===== src/rtl/median_of_two_sorted_arrays_macros.svh =====
// ----------------------------------------------------------------------------
// median of two sorted arrays: assertion macros
// shared check macros; each expects clk and rst in the enclosing module
// ----------------------------------------------------------------------------
`ifndef MEDIAN_OF_TWO_SORTED_ARRAYS_MACROS_SVH
`define MEDIAN_OF_TWO_SORTED_ARRAYS_MACROS_SVH

// same-cycle implication
`define MOTSA_ASSERT(label, ante, cons) \
  label: assert property (@(posedge clk) disable iff (rst) (ante) |-> (cons)) \
    else $error("motsa check failed");

// next-cycle implication
`define MOTSA_ASSERT_NEXT(label, ante, cons) \
  label: assert property (@(posedge clk) disable iff (rst) (ante) |=> (cons)) \
    else $error("motsa check failed");

`endif


===== src/rtl/motsa_pkg.sv =====
// ----------------------------------------------------------------------------
// motsa_pkg
// request codes, status codes and controller/datapath interface structs
// ----------------------------------------------------------------------------
package motsa_pkg;

  // request codes on req_type
  typedef enum logic [1:0] {
    REQ_LOAD_FIRST  = 2'd0,
    REQ_LOAD_SECOND = 2'd1,
    REQ_COMPUTE     = 2'd2
  } req_t;

  // result status codes
  typedef enum logic [1:0] {
    ST_OK       = 2'd0,
    ST_EMPTY    = 2'd1,
    ST_OVERFLOW = 2'd2
  } stat_t;

  // controller to datapath commands
  typedef struct packed {
    logic store_first;   // append to first store
    logic store_second;  // append to second store
    logic start;         // latch sizes, clear counts
    logic pick;          // choose next split or settle on lower bound
    logic addr_hi;       // 0: lg[j-1]/sh[i], 1: lg[j]/sh[i-1]
    logic capture;       // capture first read pair
    logic evaluate;      // capture second pair and move bounds
    logic result_load;   // load output registers
  } cmd_t;

  // datapath to controller status
  typedef struct packed {
    logic both_empty;    // no elements in either store
    logic settled;       // split is final after this evaluation
  } sts_t;

endpackage


===== src/rtl/motsa_ctrl.sv =====
// ----------------------------------------------------------------------------
// motsa_ctrl
// request sequencer: loads, split search steps and result handoff
// ----------------------------------------------------------------------------
`include "median_of_two_sorted_arrays_macros.svh"

module motsa_ctrl (
  input  logic            clk,
  input  logic            rst,
  input  logic            in_valid,
  output logic            in_stall,
  input  logic [1:0]      req_type,
  output logic            out_valid,
  input  logic            out_stall,
  input  motsa_pkg::sts_t sts,
  output motsa_pkg::cmd_t cmd
);
  import motsa_pkg::*;

  typedef enum logic [2:0] {
    S_IDLE,
    S_CHECK,
    S_RD1,
    S_RD2,
    S_EVAL,
    S_DONE
  } state_t;

  state_t state, state_next;
  logic   out_valid_next;
  logic   accept;
  req_t   req;

  assign in_stall = (state != S_IDLE);
  assign accept   = in_valid && !in_stall;
  assign req      = req_t'(req_type);

  // next state and commands
  always_comb begin
    state_next     = state;
    out_valid_next = out_valid && out_stall;
    cmd            = '0;
    case (state)
      S_IDLE: begin
        if (accept) begin
          case (req)
            REQ_LOAD_FIRST:  cmd.store_first = 1'b1;
            REQ_LOAD_SECOND: cmd.store_second = 1'b1;
            REQ_COMPUTE: begin
              cmd.start  = 1'b1;
              state_next = sts.both_empty ? S_DONE : S_CHECK;
            end
            default: ;
          endcase
        end
      end
      S_CHECK: begin
        cmd.pick   = 1'b1;
        state_next = S_RD1;
      end
      S_RD1: begin
        state_next = S_RD2;
      end
      S_RD2: begin
        cmd.addr_hi = 1'b1;
        cmd.capture = 1'b1;
        state_next  = S_EVAL;
      end
      S_EVAL: begin
        cmd.evaluate = 1'b1;
        state_next   = sts.settled ? S_DONE : S_CHECK;
      end
      S_DONE: begin
        if (!out_valid || !out_stall) begin
          cmd.result_load = 1'b1;
          out_valid_next  = 1'b1;
          state_next      = S_IDLE;
        end
      end
      default: state_next = S_IDLE;
    endcase
  end

  // state and result valid
  always_ff @(posedge clk) begin
    if (rst) begin
      state     <= S_IDLE;
      out_valid <= 1'b0;
    end else begin
      state     <= state_next;
      out_valid <= out_valid_next;
    end
  end

  `MOTSA_ASSERT_NEXT(a_start_searches, cmd.start && !sts.both_empty, state == S_CHECK)
  `MOTSA_ASSERT_NEXT(a_done_holds, state == S_DONE && out_valid && out_stall, state == S_DONE && out_valid)
  `MOTSA_ASSERT(a_no_overwrite, cmd.result_load, !out_valid || !out_stall)

endmodule


===== config.mk =====
export PLATFORM = sky130hd
export DESIGN_NAME = motsa_ctrl
export DESIGN_NICKNAME = d
export VERILOG_FILES = /design/src/rtl/motsa_pkg.sv /design/src/rtl/motsa_ctrl.sv
export VERILOG_INCLUDE_DIRS = /design/src /design/src/rtl
export SDC_FILE = /design/constraint.sdc
export NUM_CORES = 1
export LEC_CHECK = 0
export ABC_AREA = 1
export BUFFER_PORTS_ARGS = -buffer_cell sky130_fd_sc_hd__buf_2
export CORE_AREA = 2 2 39 41
export DETAILED_ROUTE_END_ITERATION = 8
export DIE_AREA = 0 0 41 43
export GPL_TIMING_DRIVEN = 0
export REMOVE_ABC_BUFFERS = 1
export SLEW_MARGIN = 20
export SYNTH_ARGS = -nofsm -noshare
export SYNTH_HDL_FRONTEND = slang
export SYNTH_SLANG_ARGS = --single-unit

===== constraint.sdc =====
create_clock -name clk -period 0.96 [get_ports clk]
set_input_delay 0.048 -clock clk [delete_from_list [all_inputs] [get_ports clk]]
set_output_delay 0.048 -clock clk [all_outputs]
set_load 0.03 [all_outputs]

==> reports/metrics.csv, run 1 <==
metric,value,unit
setup_slack,-261,ps
cpPeakStageDelay,350,ps
hold_path_class,in -> reg,
synth_edf_count,0,
setup_violations,12,
cp_cell_sequence,nor2_4 > nand3_2 > nor3_2 > buf_4,
grt_pass1_vias,334,
vias_per_cell,4.20,
finClkSkew,8.90,ps
ys_top_cells_by_area,"dfxtp_1, nand2_1, inv_1",
start_util,20.2,%
fin_cells,86,
multi_input_area,214,µm²
vias,361,
cp_top_family,simple AND/OR/NAND/NOR gates,
synth_flop_cell,dfxtp_1,
avgRoutedWirePerCell,9.88,µm
grt_use_total,10.6,%
grt_pass1_wl,1240,µm
max_freq,819,MHz
antenna_found_initial,0,
p_leak,0.300,nW
critPathRequiredTime,910,ps
dieHeight,43,µm
worstSetupEndpointType,output pin,
io_buffers,17,
dieArea,1760,µm²
dpl.hpwl,485,µm
io_pins,18,
drc_errors,0,
drv_cap,0,
syn-cell-area,279,µm²
core_area,1380,µm²
final_layout_size_suffix_gt1_share,75.7,%
relSlewSlack,86.3,%
async_flop_share,0,%
setup_tns,-2220,ps
ctsRootBufferMaster,clkbuf_4,
worstPathArrival,1170,ps
grt_start_max_net_pins,7,
finalMaxSlewViolations,0,
path_depth,4,
totalWireLength,850,µm
nets,80,
path_class,reg -> out,
status,"complete, but fails checks",
finish.utilization,42.0,%
drt_first_pass_iters,2,
ctsHtreeMaxLevel,1,
synth_most_common_cell,nand2_1,
grt_overflow,0,
diodes,0,
cts_tree,done,
fillers,154,
rsz0062_at_grt,yes,
crit_path_start_kind,register,
fp-row-count,14,
slowest_stage,dfxtp_4,
worstHoldPathCells,2,
yosysSeqAreaShare,28.7,%
synth_cell_types,15,
yosys.area.top_type_share,28.7,%
placedCellCount,74,
ir_drop,0.00108,V
ys_seq_elements,4,
yosysTopAreaCell,dfxtp_1,
synth.avg_cell_area,6.64,µm²
worstMarginPinSlew,204,ps
clock_latency,240,ps
area_growth,109,%
ctsHoldBuffers,0,
violations,negative setup slack,
r2r_cells,7,
synth_common_cells,"nand2_1, inv_1, dfxtp_1, nand3_1, nor2_1",
path_clk_slew,40,ps
cts_sinks,4,
min_period,1220,ps
cts_made_buffers,3,
syn_inst,42,
crit_buf_inv,1,
post-route-period-util,127,%
drt-initial-drc-count,1,
timing.hold.ws,31.6,ps
fp.dieW,41,µm
hold_viol,0,
power_density,2530,nW/µm²
synth_warnings,0,
critPathMaxFanout,4,
clk_path_buf_depth,2,
register_area,91.3,µm²
gp_congestion,0.779,
ant_nets,0,
[where the power goes]
part	switching, mW	internal, mW
combinational	0.511	0.452
sequential	0.0696	0.227
clock	0.0717	0.140
[repair_timing]
item	CTS	global route
gates resized for setup	29	8
pin swaps	2	3
setup buffers	6	3
setup endpoints to repair	11	11
[path summary, 6_finish.rpt]
check           start       end  slack, ps
min               rst  state[0]         30
min reg2reg  state[2]  state[1]        490
max          state[1]    cmd[6]       -260
max reg2reg  state[1]  state[2]       -180
[per-layer routing]
layer / wire length, µm / global-route usage (%) / vias up / share of wire [%]
met3: 28 / 3.14 / 0 / 3.3
met5: 0 / 0 / - / 0
met4: 0 / 10.0 / 0 / 0
met1: 295 / 11.6 / 164 / 35
met2: 526 / 15.3 / 10 / 62
li1: - / - / 187 / -
[metrics by stage]
stage | setup slack [ps] | total power, mW | instance area (µm²)
2_1_floorplan | -409 | 0.706 | 272
3_3_place_gp | -108 | 0.834 | 377
3_5_place_dp | -133 | 0.837 | 377
4_1_cts | -250 | 1.31 | 526
5_1_grt | -325 | 1.56 | 582
6_report | -261 | 1.47 | 582
[cell families (layout without fill, tap and decap cells)]
group / Yosys count / count (layout) / synth area share (%)
AOI/OAI and AO/OA: 4 / 4 / 9.87
buffers and inverters: 9 / 37 / 13.5
DFF: 4 / 4 / 28.7
and+or+nand+nor: 25 / 25 / 48.0
[final cells by class]
type	count	share of cell area [%]
multi-input combinational	29	36.8
timing repair buffer	26	34.6
sequential	4	15.7
inverter	8	5.59
clock buffer	3	3.87
tap	16	3.44
[registers in the layout (all words and copies together), names as in the netlist]
signal	cells
state	3
out_valid	1
[cells in the final DEF (no fill, tap or decap)]
| cell type | n |
|---|---|
| nand2_2 | 2 |
| nor2_4 | 2 |
| a21oi_2 | 2 |
| buf_4 | 11 |
| inv_2 | 3 |
| buf_6 | 7 |
| nor2_1 | 3 |
| inv_4 | 1 |
| dfxtp_1 | 1 |
| clkbuf_4 | 3 |
| nand2_1 | 4 |
| nand3_2 | 2 |
| dfxtp_4 | 3 |
| nor2_2 | 3 |
| nor3_4 | 1 |
| nor3_2 | 2 |
| nor4_2 | 1 |
| inv_1 | 4 |
| buf_2 | 8 |
| nand2_4 | 2 |
| nand3_1 | 3 |
| a21oi_1 | 2 |
[worst register-to-register path, stage by stage, from the launching register on]
cell	delay, ps
dfxtp_4	350
nor2_4	170
buf_4	130
buf_4	100
nand3_1	60
nand3_1	80
nand2_1	70
a21oi_2	100
Power figures use the tool's default switching activity.
==> run 2: changes to the inputs <==
--- a/config.mk
+++ b/config.mk
@@ -9,6 +9,7 @@
 export ABC_AREA = 1
 export BUFFER_PORTS_ARGS = -buffer_cell sky130_fd_sc_hd__buf_2
 export CORE_AREA = 2 2 39 41
+export CTS_BUF_LIST = sky130_fd_sc_hd__clkbuf_8
 export DETAILED_ROUTE_END_ITERATION = 8
 export DIE_AREA = 0 0 41 43
 export GPL_TIMING_DRIVEN = 0
==> constraint.sdc (replaced) <==
create_clock -name clk -period 0.96 [get_ports clk]
set_input_delay 0.144 -clock clk [delete_from_list [all_inputs] [get_ports clk]]
set_output_delay 0.144 -clock clk [all_outputs]
set_load 0.03 [all_outputs]
==> run 2 against run 1 <==
  * The run still ends with negative setup slack left
  * Sequential cell count did not move
  * Maximum frequency shrank 5.2%
  * Final cell count is 1.2% lower
  * Total power increased by 7.5%
  * Global-route usage decreased by 0.90 points
  * Combinational power shrank 3.0%
  * Clock power increased by 62%
  * Die area did not move
  * Clock skew decreased by 8.6 ps
==> reports/metrics.csv, run 2 (same netlist as run 1, synthesis figures left out) <==
metric,value,unit,change
status,"complete, but fails checks",,
violations,negative setup slack,,
path_depth,4,,unchanged
critical_path.reg2reg.startpoint,state[1],,
nets,79,,-1.3%
largest_reg_flops,3,,unchanged
timing.hold.ws,154,ps,+123 ps
cts_made_buffers,3,,unchanged
r2r_slack,-170,ps,about the same
worstSetupEndpointType,output pin,,
p_leak,0.303,nW,+1.0%
avgRoutedWirePerCell,9.74,µm,-1.4%
crit_path_start_kind,register,,
cp-startpoint,state[1],,
cts_tree,done,,
grt_start_max_net_pins,7,,unchanged
grt_pass1_vias,344,,+3.0%
cts_sinks,4,,unchanged
min_period,1290,ps,+66.8 ps
vias,369,,+2.2%
top_regs,"state: 3 flops, out_valid: 1 flops",,
fp.dieW,41,µm,unchanged
critPathMaxFanout,4,,unchanged
diodes,0,,unchanged
setup_violations,12,,unchanged
gp_congestion,0.779,,unchanged
rsz0062_at_grt,yes,,
post-route-period-util,134,%,+7.0 points
io_pins,18,,unchanged
slowest_stage,dfxtp_4,,
critPathRequiredTime,820,ps,-90 ps
ctsHtreeMaxLevel,1,,unchanged
layout_commonest_cell,buf_4,,
grt_pass1_wl,1200,µm,-2.8%
r2r_cells,7,,unchanged
cp_top_family,simple AND/OR/NAND/NOR gates,,
crit_buf_inv,1,,unchanged
place_ws,-229,ps,-96.0 ps
power_density,2670,nW/µm²,+5.4%
start_util,20.2,%,unchanged
io_buffers,17,,unchanged
finalMaxSlewViolations,0,,unchanged
grt_overflow,0,,unchanged
ir_drop,0.00116,V,+7.1%
grt_use_total,9.74,%,-0.90 points
drt_first_pass_iters,2,,unchanged
layout_common_cells,"buf_4, buf_2, buf_6",,
final_layout_size_suffix_gt1_share,75.4,%,-0.35 points
worstPathArrival,1140,ps,-30 ps
dieArea,1760,µm²,unchanged
core_area,1380,µm²,unchanged
antenna_found_initial,0,,unchanged
fp-row-count,14,,unchanged
drv_cap,0,,unchanged
setup_tns,-2800,ps,-577 ps
finClkSkew,0.310,ps,-8.59 ps
dieHeight,43,µm,unchanged
rr_endpoint,state[2],,
setup_slack,-328,ps,-66.8 ps
ctsRootBufferMaster,clkbuf_8,,
top_register,state,,
worstMarginPinSlew,205,ps,+1.14 ps
dpl.hpwl,485,µm,unchanged
cp_cell_sequence,nor2_4 > nand3_2 > nor3_2 > buf_4,,
clock_latency,210,ps,-30 ps
cpPeakStageDelay,350,ps,about the same
area_growth,113,%,
hold_viol,0,,unchanged
hold_path_class,in -> reg,,
drt-initial-drc-count,2,,+1
path_clk_slew,30,ps,about the same
vias_per_cell,4.34,,+3.4%
drc_errors,0,,unchanged
fillers,152,,-1.3%
max_freq,776,MHz,-5.2%
totalWireLength,828,µm,-2.6%
power,1.58,mW,+7.5%
relSlewSlack,86.2,%,about the same
path_class,reg -> out,,
clk_path_buf_depth,2,,unchanged
ant_nets,0,,unchanged
endpoint,cmd[6],,
-- run 2: cell count changes in the layout (fill, tap and decap cells not counted), sizes merged --
cell,change
buf,-1
-- run 2: worst register-to-register path: stages (launching register included) --
cell	delay, ps
dfxtp_4	350
nor2_4	170
buf_4	130
buf_4	100
nand3_1	60
nand3_1	80
nand2_1	70
a21oi_2	100
-- run 2: worst min path at each step --
stage               end  cells after the start  from
3_3_place_gp   state[0]                      2   rst
6_report       state[0]                      2   rst
3_5_place_dp   state[0]                      2   rst
2_1_floorplan  state[0]                      1   rst
4_1_cts        state[0]                      2   rst
5_1_grt        state[2]                      2   rst
-- run 2: layer usage --
metal	vias to the layer above	global-route usage [%]	wire length, µm
li1	187	-	-
met1	172	10.9	288
met2	10	15.9	511
met3	0	1.57	28
met4	0	6.00	0
met5	-	0	0
-- run 2: layout make-up --
class	count	area [µm²]	share of cell area (%)
clock buffers	3	41.3	6.96
well taps	16	20.0	3.38
inverters	8	32.5	5.49
flip-flops and latches	4	91.3	15.4
repair buffers	25	194	32.7
multi-input cells	29	214	36.1
-- run 2: stage by stage --
stage | util, % | std cells | cell area, µm²
after floorplan | - | 41 | 272
after global placement | 27.2 | 74 | 377
after detailed placement | 27.2 | 74 | 377
after CTS | 39.3 | 83 | 544
after global routing | 42.9 | 85 | 593
final | 42.9 | 85 | 593
-- run 2: power breakdown --
part	total [mW]	switching (mW)	internal (mW)
Sequential	0.303	0.0757	0.227
Combinational	0.934	0.501	0.433
Clock	0.344	0.0774	0.267
-- run 2: timing repair --
action | 4_1_cts | 5_1_grt
hold buffers | 0 | 0
resized for setup | 29 | 8
endpoints found under the setup margin | 11 | 11
pin swaps | 2 | 4
buffers inserted | 6 | 2
==> run 3: changes to the inputs <==
--- a/config.mk
+++ b/config.mk
@@ -13,7 +13,6 @@
 export DETAILED_ROUTE_END_ITERATION = 8
 export DIE_AREA = 0 0 41 43
 export GPL_TIMING_DRIVEN = 0
-export REMOVE_ABC_BUFFERS = 1
 export SLEW_MARGIN = 20
 export SYNTH_ARGS = -nofsm -noshare
 export SYNTH_HDL_FRONTEND = slang
==> run 3 against run 2 <==
  * The flow still finishes with violations (negative setup slack)
  * Design area grew 13%
  * Worst hold slack gained 3.5 ps
  * Register-to-register slack lost 40 ps
  * Sequential share of layout area shrank 1.6 points
  * Largest cell class unchanged
  * Final cell count grew 3.5%
  * Highest routed layer is now met4
  * Critical endpoint is now cmd[1]
==> reports/metrics.csv, run 3 (same netlist as run 1, synthesis figures left out) <==
metric,value,unit,change
io_buffers,17,,unchanged
dieArea,1760,µm²,unchanged
antenna_found_initial,0,,unchanged
design_area,671,µm²,+13%
crit_path_start_kind,register,,
clock_latency,220,ps,about the same
nets,81,,+2.5%
cts_sinks,4,,unchanged
syn_nets,50,,
p_int,981,µW,+5.8%
grt_use_total,11.6,%,+1.8 points
totalWireLength,761,µm,-8.1%
io_pins,18,,unchanged
setup_violations,12,,unchanged
hold_path_class,in -> reg,,
drc_errors,0,,unchanged
drv_cap,0,,unchanged
fillers,141,,-7.2%
relSlewSlack,87.4,%,+1.2 points
ir_drop,0.000976,V,-16%
switching_power,727,µW,+11%
largest_reg_flops,3,,unchanged
worstMarginPinSlew,189,ps,-16.3 ps
netSwitchingFraction,42.6,%,+1.2 points
p_leak,0.318,nW,+5.0%
min_period,1290,ps,-2.07 ps
violations,negative setup slack,,
p_seq_share,17.4,%,-1.8 points
fp-row-count,14,,unchanged
path_clk_slew,30,ps,about the same
max_freq,778,MHz,+0.16%
final_layout_size_suffix_gt1_share,77.8,%,+2.4 points
critPathMaxFanout,4,,unchanged
combinationalPowerShare,61.4,%,+2.3 points
ctsRootBufferMaster,clkbuf_8,,
grt_pass1_wl,1370,µm,+14%
critPathRequiredTime,820,ps,about the same
avgRoutedWirePerCell,8.65,µm,-11%
ctsHoldBuffers,0,,unchanged
power_density,2550,nW/µm²,-4.5%
ctsHtreeMaxLevel,1,,unchanged
clk_path_buf_depth,2,,unchanged
ant_nets,0,,unchanged
start_util,20.2,%,unchanged
grt_pass1_vias,384,,+12%
setup_slack,-326,ps,+2.07 ps
finalMaxSlewViolations,0,,unchanged
dieHeight,43,µm,unchanged
drt-initial-drc-count,0,,-2
diodes,0,,unchanged
worstSetupEndpointType,output pin,,
drt_first_pass_iters,1,,-1
top_register,state,,
power,1.71,mW,+8.0%
cts_tree,done,,
area_growth,140,%,
hold_viol,0,,unchanged
vias_per_cell,4.14,,-4.7%
placed_cell_area,462,µm²,+23%
core_area,1380,µm²,unchanged
post-route-period-util,134,%,-0.22 points
finClkSkew,5.13,ps,+4.82 ps
gp_congestion,0.684,,-12%
vias,364,,-1.4%
setup_tns,-2630,ps,+170 ps
worstPathArrival,1140,ps,about the same
cts_made_buffers,3,,unchanged
rsz0062_at_grt,yes,,
place_ws,-238,ps,-8.92 ps
clkPwrFrac,21.2,%,-0.6 points
status,"complete, but fails checks",,
multi_input_area,258,µm²,+20%
layout_common_cells,"buf_6, buf_4, buf_2",,
path_class,reg -> out,,
fp.dieW,41,µm,unchanged
grt_overflow,0,,unchanged
grt_start_max_net_pins,6,,-1
layout_commonest_cell,buf_6,,
register_area,92.6,µm²,+1.4%
top_regs,"state: 3 flops, out_valid: 1 flops",,
[run 3: changes by cell type in the layout (fill, tap and decap cells not counted), moves of 2 or more]
| cell | previous run | this run |
|---|---|---|
| nand3_4 | 0 | 2 |
| buf_6 | 7 | 10 |
| nor2_4 | 2 | 4 |
| nand3_2 | 2 | 0 |
| nor3_4 | 1 | 3 |
| nor2_1 | 3 | 1 |
| nor3_2 | 2 | 0 |
[run 3: layout make-up]
class                   instances  share of cell area [%]
repair buffers                 26                    31.2
flip-flops and latches          4                    13.8
multi-input cells              29                    38.4
plain buffers                   1                    1.68
clock inverters                 1                   0.560
well taps                      16                    2.99
clock buffers                   3                    6.16
inverters                       8                    5.22
[run 3: power by group through the flow]
stage / logic, mW / clock network, mW / registers (mW)
2_1_floorplan: 0.553 / 0 / 0.287
3_3_place_gp: 0.682 / 0 / 0.293
3_5_place_dp: 0.688 / 0 / 0.294
4_1_cts: 1.02 / 0.370 / 0.295
5_1_grt: 1.13 / 0.382 / 0.304
6_report: 1.05 / 0.362 / 0.297
[run 3: repair_timing]
item,in CTS,in global routing
buffers inserted,8,1
setup endpoints to repair,11,12
resized for setup,27,1
gates cloned,0,0
pin swaps,4,1
[run 3: worst paths after layout]
check,start,end,slack [ps],cells after the start
worst max-delay path,state[0],cmd[1],-330,5
worst min-delay path,rst,state[0],160,2
worst max register to register,state[0],state[2],-210,7
worst min register to register,out_valid,out_valid,530,2
[run 3: layer usage]
layer / vias up / share of wire (%) / routed length [µm] / track usage, %
met4: 0 / 2.1 / 16 / 6.00
met5: - / 0 / 0 / 0
met3: 2 / 4.9 / 37 / 3.14
li1: 192 / - / - / -
met2: 10 / 57 / 435 / 19.4
met1: 160 / 36 / 272 / 12.3
[run 3: per-stage QoR]
step | util (%) | std cells | hold WS [ps]
after floorplan | - | 42 | 197
after global placement | 33.4 | 75 | 359
after detailed placement | 33.4 | 75 | 360
after CTS | 47.3 | 87 | 139
after global routing | 48.5 | 88 | 165
final | 48.5 | 88 | 158
[run 3: critical path, cell delays in order, from the launching register on]
cell and delay (ps):
dfxtp_4 350, nor2_4 180, buf_4 140, inv_1 50, nor2_4 70, buf_6 130
